$ cat src/rtl/core/dtf_pkg.sv
// Shared constants, types and a helper function of the decimal text to fixed-point unit.
`timescale 1ns / 1ps

package dtf_pkg;

  // Widths of the fraction_digits register, of the whole-part accumulator and of the result.
  localparam int unsigned CFG_W   = 3;
  localparam int unsigned WHOLE_W = 31;
  localparam int unsigned VALUE_W = 32;

  // Default for the largest number of decimal places kept.
  localparam int unsigned MAX_FRACTION_DIGITS_DEF = 6;

  // Largest magnitude accepted for the whole part and for the scaled result.
  localparam logic [63:0] LIMIT = 64'd2000000000;

  // Register index of fraction_digits on the configuration port.
  localparam logic REG_FRACTION_DIGITS = 1'b0;

  // Characters of the number text.
  localparam logic [7:0] CHAR_ZERO  = 8'h30;
  localparam logic [7:0] CHAR_NINE  = 8'h39;
  localparam logic [7:0] CHAR_POINT = 8'h2E;
  localparam logic [7:0] CHAR_PLUS  = 8'h2B;
  localparam logic [7:0] CHAR_MINUS = 8'h2D;

  // Parser position within the text.
  typedef enum logic [1:0] {
    PH_START,
    PH_WHOLE,
    PH_FRAC
  } phase_e;

  // Powers of ten up to 10^9.
  function automatic logic [63:0] pow10(input logic [3:0] e);
    logic [63:0] p;
    case (e)
      4'd0:    p = 64'd1;
      4'd1:    p = 64'd10;
      4'd2:    p = 64'd100;
      4'd3:    p = 64'd1000;
      4'd4:    p = 64'd10000;
      4'd5:    p = 64'd100000;
      4'd6:    p = 64'd1000000;
      4'd7:    p = 64'd10000000;
      4'd8:    p = 64'd100000000;
      4'd9:    p = 64'd1000000000;
      default: p = 64'd0;
    endcase
    return p;
  endfunction

endpackage

$ cat src/rtl/core/dtf_scale.sv
// Result pipeline: scales the whole and fraction parts, checks the range and applies the sign.
`timescale 1ns / 1ps

module dtf_scale
  import dtf_pkg::*;
#(
  parameter int unsigned FRAC_W = 20,
  parameter int unsigned POW_W  = 24
) (
  input  logic                       clk_i,
  input  logic                       rst_ni,
  // End-of-text request from the parser
  input  logic                       req_valid_i,
  output logic                       req_stall_o,
  input  logic [WHOLE_W-1:0]         whole_i,
  input  logic [FRAC_W-1:0]          frac_i,
  input  logic [POW_W-1:0]           whole_scale_i,
  input  logic [POW_W-1:0]           frac_scale_i,
  input  logic                       negative_i,
  input  logic                       ok_i,
  // Result channel
  output logic                       out_valid_o,
  input  logic                       out_stall_i,
  output logic signed [VALUE_W-1:0]  value_o,
  output logic                       ok_o
);

  localparam int unsigned PW_W  = WHOLE_W + POW_W;
  localparam int unsigned PF_W  = FRAC_W + POW_W;
  localparam int unsigned SUM_W = PW_W + 1;

  // Stage occupancy and per-stage advance conditions.
  logic s1_valid_q, s2_valid_q, out_valid_q;
  logic out_load, s2_load, s1_load;

  assign out_load    = !out_valid_q || !out_stall_i;
  assign s2_load     = !s2_valid_q || out_load;
  assign s1_load     = !s1_valid_q || s2_load;
  assign req_stall_o = !s1_load;

  // Stage 1: operands captured from the parser.
  logic [WHOLE_W-1:0] s1_whole_q;
  logic [FRAC_W-1:0]  s1_frac_q;
  logic [POW_W-1:0]   s1_wscale_q, s1_fscale_q;
  logic               s1_neg_q, s1_ok_q;

  // Stage 2: products.
  logic [PW_W-1:0]    s2_pw_q;
  logic [PF_W-1:0]    s2_pf_q;
  logic               s2_neg_q, s2_ok_q;

  // Output register.
  logic [VALUE_W-1:0] value_q;
  logic               ok_q;

  // Range check and sign on the summed magnitude.
  logic [SUM_W-1:0]   sum;
  logic               in_range;
  logic [VALUE_W-1:0] value_d;
  logic               ok_d;

  always_comb begin
    sum      = SUM_W'(s2_pw_q) + SUM_W'(s2_pf_q);
    in_range = (sum <= SUM_W'(LIMIT));
    ok_d     = s2_ok_q && in_range;
    if (!ok_d) begin
      value_d = '0;
    end else if (s2_neg_q) begin
      value_d = VALUE_W'(0) - sum[VALUE_W-1:0];
    end else begin
      value_d = sum[VALUE_W-1:0];
    end
  end

  // Valid flags of the three stages.
  always_ff @(posedge clk_i or negedge rst_ni) begin
    if (!rst_ni) begin
      s1_valid_q  <= 1'b0;
      s2_valid_q  <= 1'b0;
      out_valid_q <= 1'b0;
    end else begin
      if (s1_load) begin
        s1_valid_q <= req_valid_i;
      end
      if (s2_load) begin
        s2_valid_q <= s1_valid_q;
      end
      if (out_load) begin
        out_valid_q <= s2_valid_q;
      end
    end
  end

  // Payload registers of the three stages.
  always_ff @(posedge clk_i) begin
    if (s1_load && req_valid_i) begin
      s1_whole_q  <= whole_i;
      s1_frac_q   <= frac_i;
      s1_wscale_q <= whole_scale_i;
      s1_fscale_q <= frac_scale_i;
      s1_neg_q    <= negative_i;
      s1_ok_q     <= ok_i;
    end
    if (s2_load && s1_valid_q) begin
      s2_pw_q  <= PW_W'(s1_whole_q) * PW_W'(s1_wscale_q);
      s2_pf_q  <= PF_W'(s1_frac_q) * PF_W'(s1_fscale_q);
      s2_neg_q <= s1_neg_q;
      s2_ok_q  <= s1_ok_q;
    end
    if (out_load && s2_valid_q) begin
      value_q <= value_d;
      ok_q    <= ok_d;
    end
  end

  assign out_valid_o = out_valid_q;
  assign value_o     = value_q;
  assign ok_o        = ok_q;

endmodule

$ cat src/rtl/core/decimal_text_to_fixed_point_unit.sv
// Top level of the decimal text to fixed-point unit: register port, text parser and result pipeline.
`timescale 1ns / 1ps

// Converts decimal text, one ASCII character per request, into a signed scaled integer.
// A text is an optional '+' or '-', whole digits and an optional '.' with fraction digits;
// a request with end_of_text set closes it and yields one result, value = sign *
// (whole * 10^k + fraction) with k decimal places from the fraction_digits register
// (saturated to MAX_FRACTION_DIGITS), and ok low with value zero for a malformed text or
// a magnitude above 2000000000. Extra fraction digits are truncated. Character requests
// give no result. One request is taken every cycle while in_stall_o is low; each character
// updates the accumulators in the cycle it is taken, and a result passes from its end
// request through an operand register, a product register and the output register.
// A stalled output holds up to three pending results before the input stalls.
// fraction_digits sits at byte address 0 and may be rewritten between requests.
module decimal_text_to_fixed_point_unit
  import dtf_pkg::*;
#(
  parameter int unsigned MAX_FRACTION_DIGITS = MAX_FRACTION_DIGITS_DEF
) (
  input  logic                      clk_i,
  input  logic                      rst_ni,
  // Configuration port
  input  logic                      psel,
  input  logic                      penable,
  input  logic                      pwrite,
  input  logic [2:0]                paddr,
  input  logic [31:0]               pwdata,
  output logic [31:0]               prdata,
  output logic                      pready,
  // Character channel
  input  logic                      in_valid_i,
  output logic                      in_stall_o,
  input  logic [7:0]                char_code_i,
  input  logic                      end_of_text_i,
  // Result channel
  output logic                      out_valid_o,
  input  logic                      out_stall_i,
  output logic signed [VALUE_W-1:0] value_o,
  output logic                      ok_o
);

  // Largest usable k is bounded both by the parameter and by the register width.
  localparam int unsigned K_MAX  = (MAX_FRACTION_DIGITS < (2**CFG_W - 1)) ?
                                   MAX_FRACTION_DIGITS : (2**CFG_W - 1);
  localparam int unsigned FRAC_W = $clog2(10**MAX_FRACTION_DIGITS);
  localparam int unsigned CNT_W  = $clog2(MAX_FRACTION_DIGITS + 1);
  localparam int unsigned POW_W  = $clog2(10**K_MAX + 1);
  localparam int unsigned WX_W   = WHOLE_W + 4;

  // Configuration register.
  logic [CFG_W-1:0] fraction_digits_q;
  logic             cfg_write;

  assign pready    = 1'b1;
  assign cfg_write = psel && penable && pwrite && pready && (paddr[2] == REG_FRACTION_DIGITS);
  assign prdata    = (paddr[2] == REG_FRACTION_DIGITS) ? 32'(fraction_digits_q) : 32'd0;

  always_ff @(posedge clk_i or negedge rst_ni) begin
    if (!rst_ni) begin
      fraction_digits_q <= '0;
    end else if (cfg_write) begin
      fraction_digits_q <= pwdata[CFG_W-1:0];
    end
  end

  // Number state.
  phase_e             phase_q, phase_d;
  logic               negative_q, negative_d;
  logic [WHOLE_W-1:0] whole_q, whole_d;
  logic [FRAC_W-1:0]  frac_q, frac_d;
  logic [CNT_W-1:0]   count_q, count_d;
  logic               seen_q, seen_d;
  logic               failed_q, failed_d;

  // Fraction value after each number of kept digits, for truncation when k shrinks.
  logic [FRAC_W-1:0]  prefix_q [MAX_FRACTION_DIGITS+1];

  // Handshake and character decode.
  logic               req_stall;
  logic               accept;
  logic               take_char;
  logic               is_digit, is_sign, is_point;
  logic [3:0]         digit;
  logic [CNT_W-1:0]   k_cnt;
  logic [WX_W-1:0]    whole_next;
  logic               whole_over;
  logic               frac_keep;

  assign in_stall_o = req_stall;
  assign accept     = in_valid_i && !req_stall;
  assign take_char  = accept && !end_of_text_i && !failed_q;

  assign is_digit   = (char_code_i >= CHAR_ZERO) && (char_code_i <= CHAR_NINE);
  assign is_sign    = (char_code_i == CHAR_PLUS) || (char_code_i == CHAR_MINUS);
  assign is_point   = (char_code_i == CHAR_POINT);
  assign digit      = 4'(char_code_i - CHAR_ZERO);

  // Effective decimal places, saturated to the parameter.
  assign k_cnt = (32'(fraction_digits_q) > MAX_FRACTION_DIGITS) ?
                 CNT_W'(MAX_FRACTION_DIGITS) : CNT_W'(fraction_digits_q);

  assign whole_next = (WX_W'(whole_q) << 3) + (WX_W'(whole_q) << 1) + WX_W'(digit);
  assign whole_over = whole_next > WX_W'(LIMIT);
  assign frac_keep  = take_char && is_digit && (phase_q == PH_FRAC) && (count_q < k_cnt);

  // Phase sequencing.
  always_comb begin
    phase_d = phase_q;
    if (accept && end_of_text_i) begin
      phase_d = PH_START;
    end else if (take_char) begin
      if (is_digit) begin
        if (phase_q != PH_FRAC) begin
          phase_d = PH_WHOLE;
        end
      end else if (is_sign && (phase_q == PH_START)) begin
        phase_d = PH_WHOLE;
      end else if (is_point && (phase_q != PH_FRAC)) begin
        phase_d = PH_FRAC;
      end
    end
  end

  // Accumulators and flags.
  always_comb begin
    negative_d = negative_q;
    whole_d    = whole_q;
    frac_d     = frac_q;
    count_d    = count_q;
    seen_d     = seen_q;
    failed_d   = failed_q;
    if (accept && end_of_text_i) begin
      negative_d = 1'b0;
      whole_d    = '0;
      frac_d     = '0;
      count_d    = '0;
      seen_d     = 1'b0;
      failed_d   = 1'b0;
    end else if (take_char) begin
      if (is_digit) begin
        seen_d = 1'b1;
        if (phase_q != PH_FRAC) begin
          if (whole_over) begin
            failed_d = 1'b1;
          end else begin
            whole_d = whole_next[WHOLE_W-1:0];
          end
        end else if (frac_keep) begin
          frac_d  = FRAC_W'((FRAC_W+4)'(frac_q) * (FRAC_W+4)'(10) + (FRAC_W+4)'(digit));
          count_d = count_q + CNT_W'(1);
        end
      end else if (is_sign && (phase_q == PH_START)) begin
        negative_d = (char_code_i == CHAR_MINUS);
      end else if (!(is_point && (phase_q != PH_FRAC))) begin
        failed_d = 1'b1;
      end
    end
  end

  always_ff @(posedge clk_i or negedge rst_ni) begin
    if (!rst_ni) begin
      phase_q    <= PH_START;
      negative_q <= 1'b0;
      whole_q    <= '0;
      frac_q     <= '0;
      count_q    <= '0;
      seen_q     <= 1'b0;
      failed_q   <= 1'b0;
    end else begin
      phase_q    <= phase_d;
      negative_q <= negative_d;
      whole_q    <= whole_d;
      frac_q     <= frac_d;
      count_q    <= count_d;
      seen_q     <= seen_d;
      failed_q   <= failed_d;
    end
  end

  // Record the fraction before each kept digit; entry j holds the first j digits.
  always_ff @(posedge clk_i) begin
    if (frac_keep) begin
      prefix_q[count_q] <= frac_q;
    end
  end

  // Operands of the end request: align the fraction to k places.
  logic               req_valid;
  logic [FRAC_W-1:0]  req_frac;
  logic [POW_W-1:0]   req_wscale, req_fscale;
  logic               req_ok;

  assign req_valid  = in_valid_i && end_of_text_i;
  assign req_ok     = seen_q && !failed_q;
  assign req_wscale = POW_W'(pow10(4'(k_cnt)));

  always_comb begin
    if (count_q <= k_cnt) begin
      req_frac   = frac_q;
      req_fscale = POW_W'(pow10(4'(k_cnt - count_q)));
    end else begin
      req_frac   = prefix_q[k_cnt];
      req_fscale = POW_W'(1);
    end
  end

  dtf_scale #(
    .FRAC_W (FRAC_W),
    .POW_W  (POW_W)
  ) u_scale (
    .clk_i         (clk_i),
    .rst_ni        (rst_ni),
    .req_valid_i   (req_valid),
    .req_stall_o   (req_stall),
    .whole_i       (whole_q),
    .frac_i        (req_frac),
    .whole_scale_i (req_wscale),
    .frac_scale_i  (req_fscale),
    .negative_i    (negative_q),
    .ok_i          (req_ok),
    .out_valid_o   (out_valid_o),
    .out_stall_i   (out_stall_i),
    .value_o       (value_o),
    .ok_o          (ok_o)
  );

endmodule
$ cat config.mk
export PLATFORM = sky130hd
export DESIGN_NAME = decimal_text_to_fixed_point_unit
export DESIGN_NICKNAME = d
export VERILOG_FILES = /design/src/rtl/core/dtf_pkg.sv /design/src/rtl/core/dtf_scale.sv /design/src/rtl/core/decimal_text_to_fixed_point_unit.sv
export SDC_FILE = /design/constraint.sdc
export NUM_CORES = 2
export LEC_CHECK = 0
export BUFFER_PORTS_ARGS = -buffer_cell sky130_fd_sc_hd__buf_2
export CAP_MARGIN = 25
export CORE_MARGIN = 2
export CORE_UTILIZATION = 30
export CTS_CLUSTER_SIZE = 10
export DETAILED_ROUTE_END_ITERATION = 7
export SLEW_MARGIN = 0
export SYNTH_ARGS = -nofsm -noshare
export SYNTH_HDL_FRONTEND = slang
export SYNTH_SLANG_ARGS = --single-unit
$ cat constraint.sdc
create_clock -name clk_i -period 9.15 [get_ports clk_i]
set_input_delay 0 -clock clk_i [delete_from_list [all_inputs] [get_ports clk_i]]
set_output_delay 0 -clock clk_i [all_outputs]
set_load 0.03 [all_outputs]
# After elaboration in Yosys (flattened, before gate mapping)
# Memory sizes are Yosys's and may differ from the RTL's. A register that Yosys moved wholly into a read port is not among the register bits.
# Cells that the tools add are included.
totals:
  reg_bits: 264
  mem_bits_rw: 140
  rom_bits: 648
  input_bits: 51
  output_inout_bits: 68
  word_cells: 141
  memories: 3
op_classes:
  addsub: 8
  mul: 3
  n_lt_le_gt_ge: 7
  n_eq_ne: 12
  n_mux: 41
  bitwise: 1
  n_reduce_logical: 44
mem_list:
  columns: ["name", "depth", "width", "read_ports", "rd_clocked_by_memory_dff", "write_ports", "line_no", "source"]
  rows:
  - ["(name not given)", 16, 30, 1, 1, 0, "dtf_pkg.sv:37", "case (e)"]
  - ["(name not given)", 8, 21, 1, 1, 0, "dtf_pkg.sv:37", null]
  - ["prefix_q", 7, 20, 1, 0, 1, "decimal_text_to_fixed_point_unit.sv:76", "logic [FRAC_W-1:0] prefix_q [MAX_FRACTION_DIGITS+1];"]
op_table:
  columns: ["operator", "count"]
  rows:
  - ["$mux W31", 5]
  - ["$mux W20", 6]
  - ["$add A51 B40 Y52", 1]
  - ["$le A52 B31 Y1 const B", 1]
  - ["$mul A31 B20 Y51", 1]
  - ["$mul A20 B20 Y40", 1]
  - ["$add A34 B32 Y35", 1]
  - ["$add A35 B4 Y35", 1]
  - ["$gt A35 B31 Y1 const B", 1]
  - ["$mux W32", 1]
  - ["$sub A1 B32 Y32 const A", 1]
  - ["$eq A8 B6 Y1 const B", 3]
  - ["$mux W3", 7]
  - ["$add A20 B4 Y20", 1]
  - ["$mul A20 B3 Y19 const B", 1]
  - ["$logic_and A1 B1 Y1", 19]
  - ["$mux W1", 16]
  - ["$mux W2", 6]
  - ["$reduce_bool A2 Y1", 5]
  - ["$ge A8 B6 Y1 const B", 1]
  - ["$le A8 B6 Y1 const B", 1]
  - ["$logic_not A1 Y1", 8]
  - ["$reduce_and A4 Y1", 2]
  - ["$ne A3 B1 Y1 const B", 2]
  - ["other kinds (17)", 24]

# Logic depth before layout (Yosys ltp)
depth:
  word_depth: 15
  ltp_mapped: 29
  mapped_depth_nobuf: 28

# By module
# A second synthesis with hierarchy kept.
hier_totals:
  cells_unflattened: 5825
  hier_area_um2: 56490.4
modules_own_cells:
  columns: ["mod", "n_inst", "cells_each", "area_per_inst_um2", "seq_area_each_um2"]
  rows:
  - ["dtf_scale", 1, 4671, 43823.3, 6651.4]
  - ["decimal_text_to_fixed_point_unit", 1, 1154, 12667.1, 5755.5]

# Worst setup path after synthesis
# Ideal clock, no wire load.
synth_timing:
  path_kind: "register to register"
  start: "register u_scale.s1_fscale_q[4]"
  end: "register u_scale.s2_pf_q[39], data pin"
  setup_ns: 0.261
  arrival_time_ns: 6.987
  t_required_ns: 8.889
  path_slack_ns: 1.902
  stages_incl_launch_ff: 25
  n_path_buf: 1
  synth_period_minus_slack_ns: 7.248
  cell_sequence: "edfxtp_1 -> clkbuf_1 -> and2_1 -> fa_1 -> fa_1 -> inv_1 -> fa_1 -> inv_1 -> fa_1 -> inv_1 -> fa_1 -> fa_1 -> inv_1 -> fa_1 -> ha_1 -> a2111oi_0 -> a22oi_1 -> and3_1 -> o31a_1 -> o21ai_0 -> nor2b_1 -> o31ai_1 -> a41oi_1 -> o21ai_0 -> xnor2_1"
synth_via:
  elab_chain_cells: 1
synth_lines:
  columns: ["element", "line_no", "source"]
  rows:
  - ["start, declared", "dtf_scale.sv:44", "logic [POW_W-1:0] s1_wscale_q, s1_fscale_q;"]
  - ["$mul A20 B20 Y40", "dtf_scale.sv:106", "s2_pf_q <= PF_W'(s1_frac_q) * PF_W'(s1_fscale_q);"]
  - ["end signal, assigned", "dtf_scale.sv:106", null]
  - ["end, declared", "dtf_scale.sv:49", "logic [PF_W-1:0] s2_pf_q;"]
# No other way between the ends.
# A chain may end at the register's enable or synchronous reset.

# Worst setup path in the final report
layout_timing:
  start: "register u_scale.s1_wscale_q[5]"
  end: "register u_scale.s2_pw_q[48], data pin"
layout_via:
  elab_chain_cells: 1
layout_lines:
  columns: ["element", "line_no", "source"]
  rows:
  - ["start, declared", "dtf_scale.sv:44", null]
  - ["$mul A31 B20 Y51", "dtf_scale.sv:105", "s2_pw_q <= PW_W'(s1_whole_q) * PW_W'(s1_wscale_q);"]
  - ["end signal, assigned", "dtf_scale.sv:105", null]
  - ["end, declared", "dtf_scale.sv:48", "logic [PW_W-1:0] s2_pw_q;"]
# No other way between the ends.

==> reports/results.tsv <==
metric	value	unit
dr.pass1.iters	5	
clock_sinks	420	
hold_viol_final	0	
post_cts_buffers	0	
yosys_warnings	0	
tritoncts	done	
synth_top_flop_cell	edfxtp_1	
syn_area	0.05537	sq mm
dp_hpwl	112.3	mm
place_ws	881.1	ps
final_nets	6946	
grt_pass1_vias	40830	
cts_buffer_depth	3	
async_flop_share	0.1548	
drv_cap	0	
grt_max_degree	73	
path_clk_slew	60	ps
layout_setup_ws	768.3	ps
hold_slack	56.41	ps
h-tree-depth	2	
vias	38860	
cts-buffers-inserted	52	
fmax	0.1193	GHz
synth_cells	5645	
cp_data_required_time	9510	ps
yosysUniqueCellTypes	103	
run_status	finished, final reports clean	
fin_tns_setup	0	ps
syn_avg_cell_area	9.809	sq um
fin_crit	8382	ps
synthTopCellsByArea	fa_1 29%, edfxtp_1 19%, ha_1 11%	
synth_seq_area_share	0.2219	
row_count	157	
grt_pass1_wl	227.6	mm
yosys-top-cells-count	1000 x inv_1, 807 x fa_1, 644 x nand2_1	
antenna_found_initial	8	
grt_usage	0.1532	
rsz0062_at_grt	false	
netlist.area_leader.share	0.2918	
pin_count	119	
layout-drive-gt1-share	0.05423	
die_h	433.6	um
coreArea	0.1833	sq mm
cp-end-kind	flop	
gp_congestion	0.8962	
vias_per_cell	4.792	
routed_wire_length_per_instance	17.49	um
area.growth.synth_to_final	8.704	%
relSlewSlack	0.2881	
ys_ff_latch	420	
clock_latency	650	ps
path_max_fanout	16	
drt_iter0_drc	2397	
layout_worst_path_cycle_share	0.9160	
cp_data_arrival_time	8740	ps
tightest_slew	1068	ps
dieArea	0.1880	sq mm
start_util	0.3021	
drc_errors	0	
crit_path_start_kind	flop	
crit_type	reg2reg	
regToRegSetupSlack	770	ps
drt-total-wl	141.8	mm
setup_viol	0	
clk_root_buffer_cell	clkbuf_16	
synthMostInstantiatedCell	inv_1	
yosys.area.top_type	fa_1	
grt-ovfl-total	0	
die_w	433.6	um
ant_nets	0	
finalMaxSlewViolations	0	
hold_path_class	in2async	
fin_worst_skew	40.18	ps
portBuffers	57	
synth_edf_count	355	
## layer usage
metal,routed length [um],global-route usage
met4,3031,0.03690
met1,61560,0.2059
met3,9506,0.02687
met2,67710,0.2549
met5,44,0
## cells by family (layout without fill, tap and decap cells)
family                     count (synthesis)  count (layout)  synth area share
buffers and inverters                   1283            1252           0.08996
AOI/OAI and AO/OA                        737             737           0.08663
other                                      2              34         0.0001356
DFF                                      420             420            0.2219
and+or+nand+nor                         1635            1635            0.1500
adders and majority gates               1294            1294            0.4018
muxes                                     73              73           0.01781
xor gates and xnor gates                 201             201           0.03179
## placed cells by master, fill, tap and decap left out, drive strengths merged, types with 21 or more instances in the layout
cell type,instances
mux2i,49
and2,507
nor2,141
o21a,39
nand2,644
inv,1001
a21oi,182
fa,807
a211oi,31
ha,487
xnor2,123
and3,24
nand3,62
o211ai,28
a21o,84
buf,135
nor2b,27
o31ai,21
nor3,83
clkbuf,81
dfrtp,65
nand4,33
conb,31
nand2b,30
xor2,78
edfxtp,355
o21ai,188
a31oi,22
## layout make-up
class | count | area (sq um)
Fill cell | 18620 | 123100
Timing Repair Buffer | 154 | 1136
Multi-Input combinational cell | 3971 | 38290
Clock inverter | 15 | 210.2
Sequential cell | 420 | 12290
Antenna cell | 3 | 7.507
Clock buffer | 81 | 1410
Tap cell | 2464 | 3083
Inverter | 1002 | 3764
## sequential cells by signal, indices dropped and copies added (netlist names), 3 cells and up
signal and flops:
u_scale.s2_pf_q 40, u_scale.s1_fscale_q 20, u_scale.s1_frac_q 20, u_scale.s2_pw_q 51
fraction_digits_q 3, u_scale.value_o 32, u_scale.s1_whole_q 31, count_q 3
prefix_q 140, whole_q 31, frac_q 20, u_scale.s1_wscale_q 16
## final timing paths
path / start / cells past startpoint / end
worst max-delay path: u_scale.s1_wscale_q[5] / 26 / u_scale.s2_pw_q[48]
worst min-delay path: rst_ni / 3 / fraction_digits_q[1]
worst max register to register: u_scale.s1_wscale_q[5] / 26 / u_scale.s2_pw_q[48]
worst min register to register: negative_q / 0 / u_scale.s1_neg_q
max in group asynchronous: rst_ni / 3 / whole_q[12]
min in group clk_i: char_code_i[6] / 6 / phase_q[0]
## worst max-delay path, stage by stage, from the launching register on
cell	delay, ps
edfxtp_1	810
buf_4	410
nand2_1	130
fa_1	620
fa_1	190
inv_1	70
fa_1	540
inv_1	60
fa_1	540
inv_1	50
fa_1	380
fa_1	520
inv_1	50
fa_1	550
inv_1	60
ha_1	340
o21ai_0	330
nand2b_1	100
a21o_1	180
a21oi_1	260
o31ai_1	230
a2111oi_0	740
o31a_1	270
o21ai_0	130
a21oi_1	270
a21oi_1	120
xor2_1	150
## stage by stage
stage | area (sq um) | instances | util
floorplan | 55480 | 5674 | -
global placement | 58260 | 7987 | 0.3179
detailed placement | 58340 | 7990 | 0.3183
CTS | 60150 | 8105 | 0.3282
global route | 60190 | 8109 | 0.3284
finish | 60190 | 8110 | 0.3284
## what timing repair did
item                                   CTS  global route
gates resized for setup                  0             0
hold buffers                            19             0
endpoints found under the hold margin   94             0
Power is left out: the tool's default activity adds up to more than one toggle a clock period on the data nets, which glitch-free logic cannot reach.
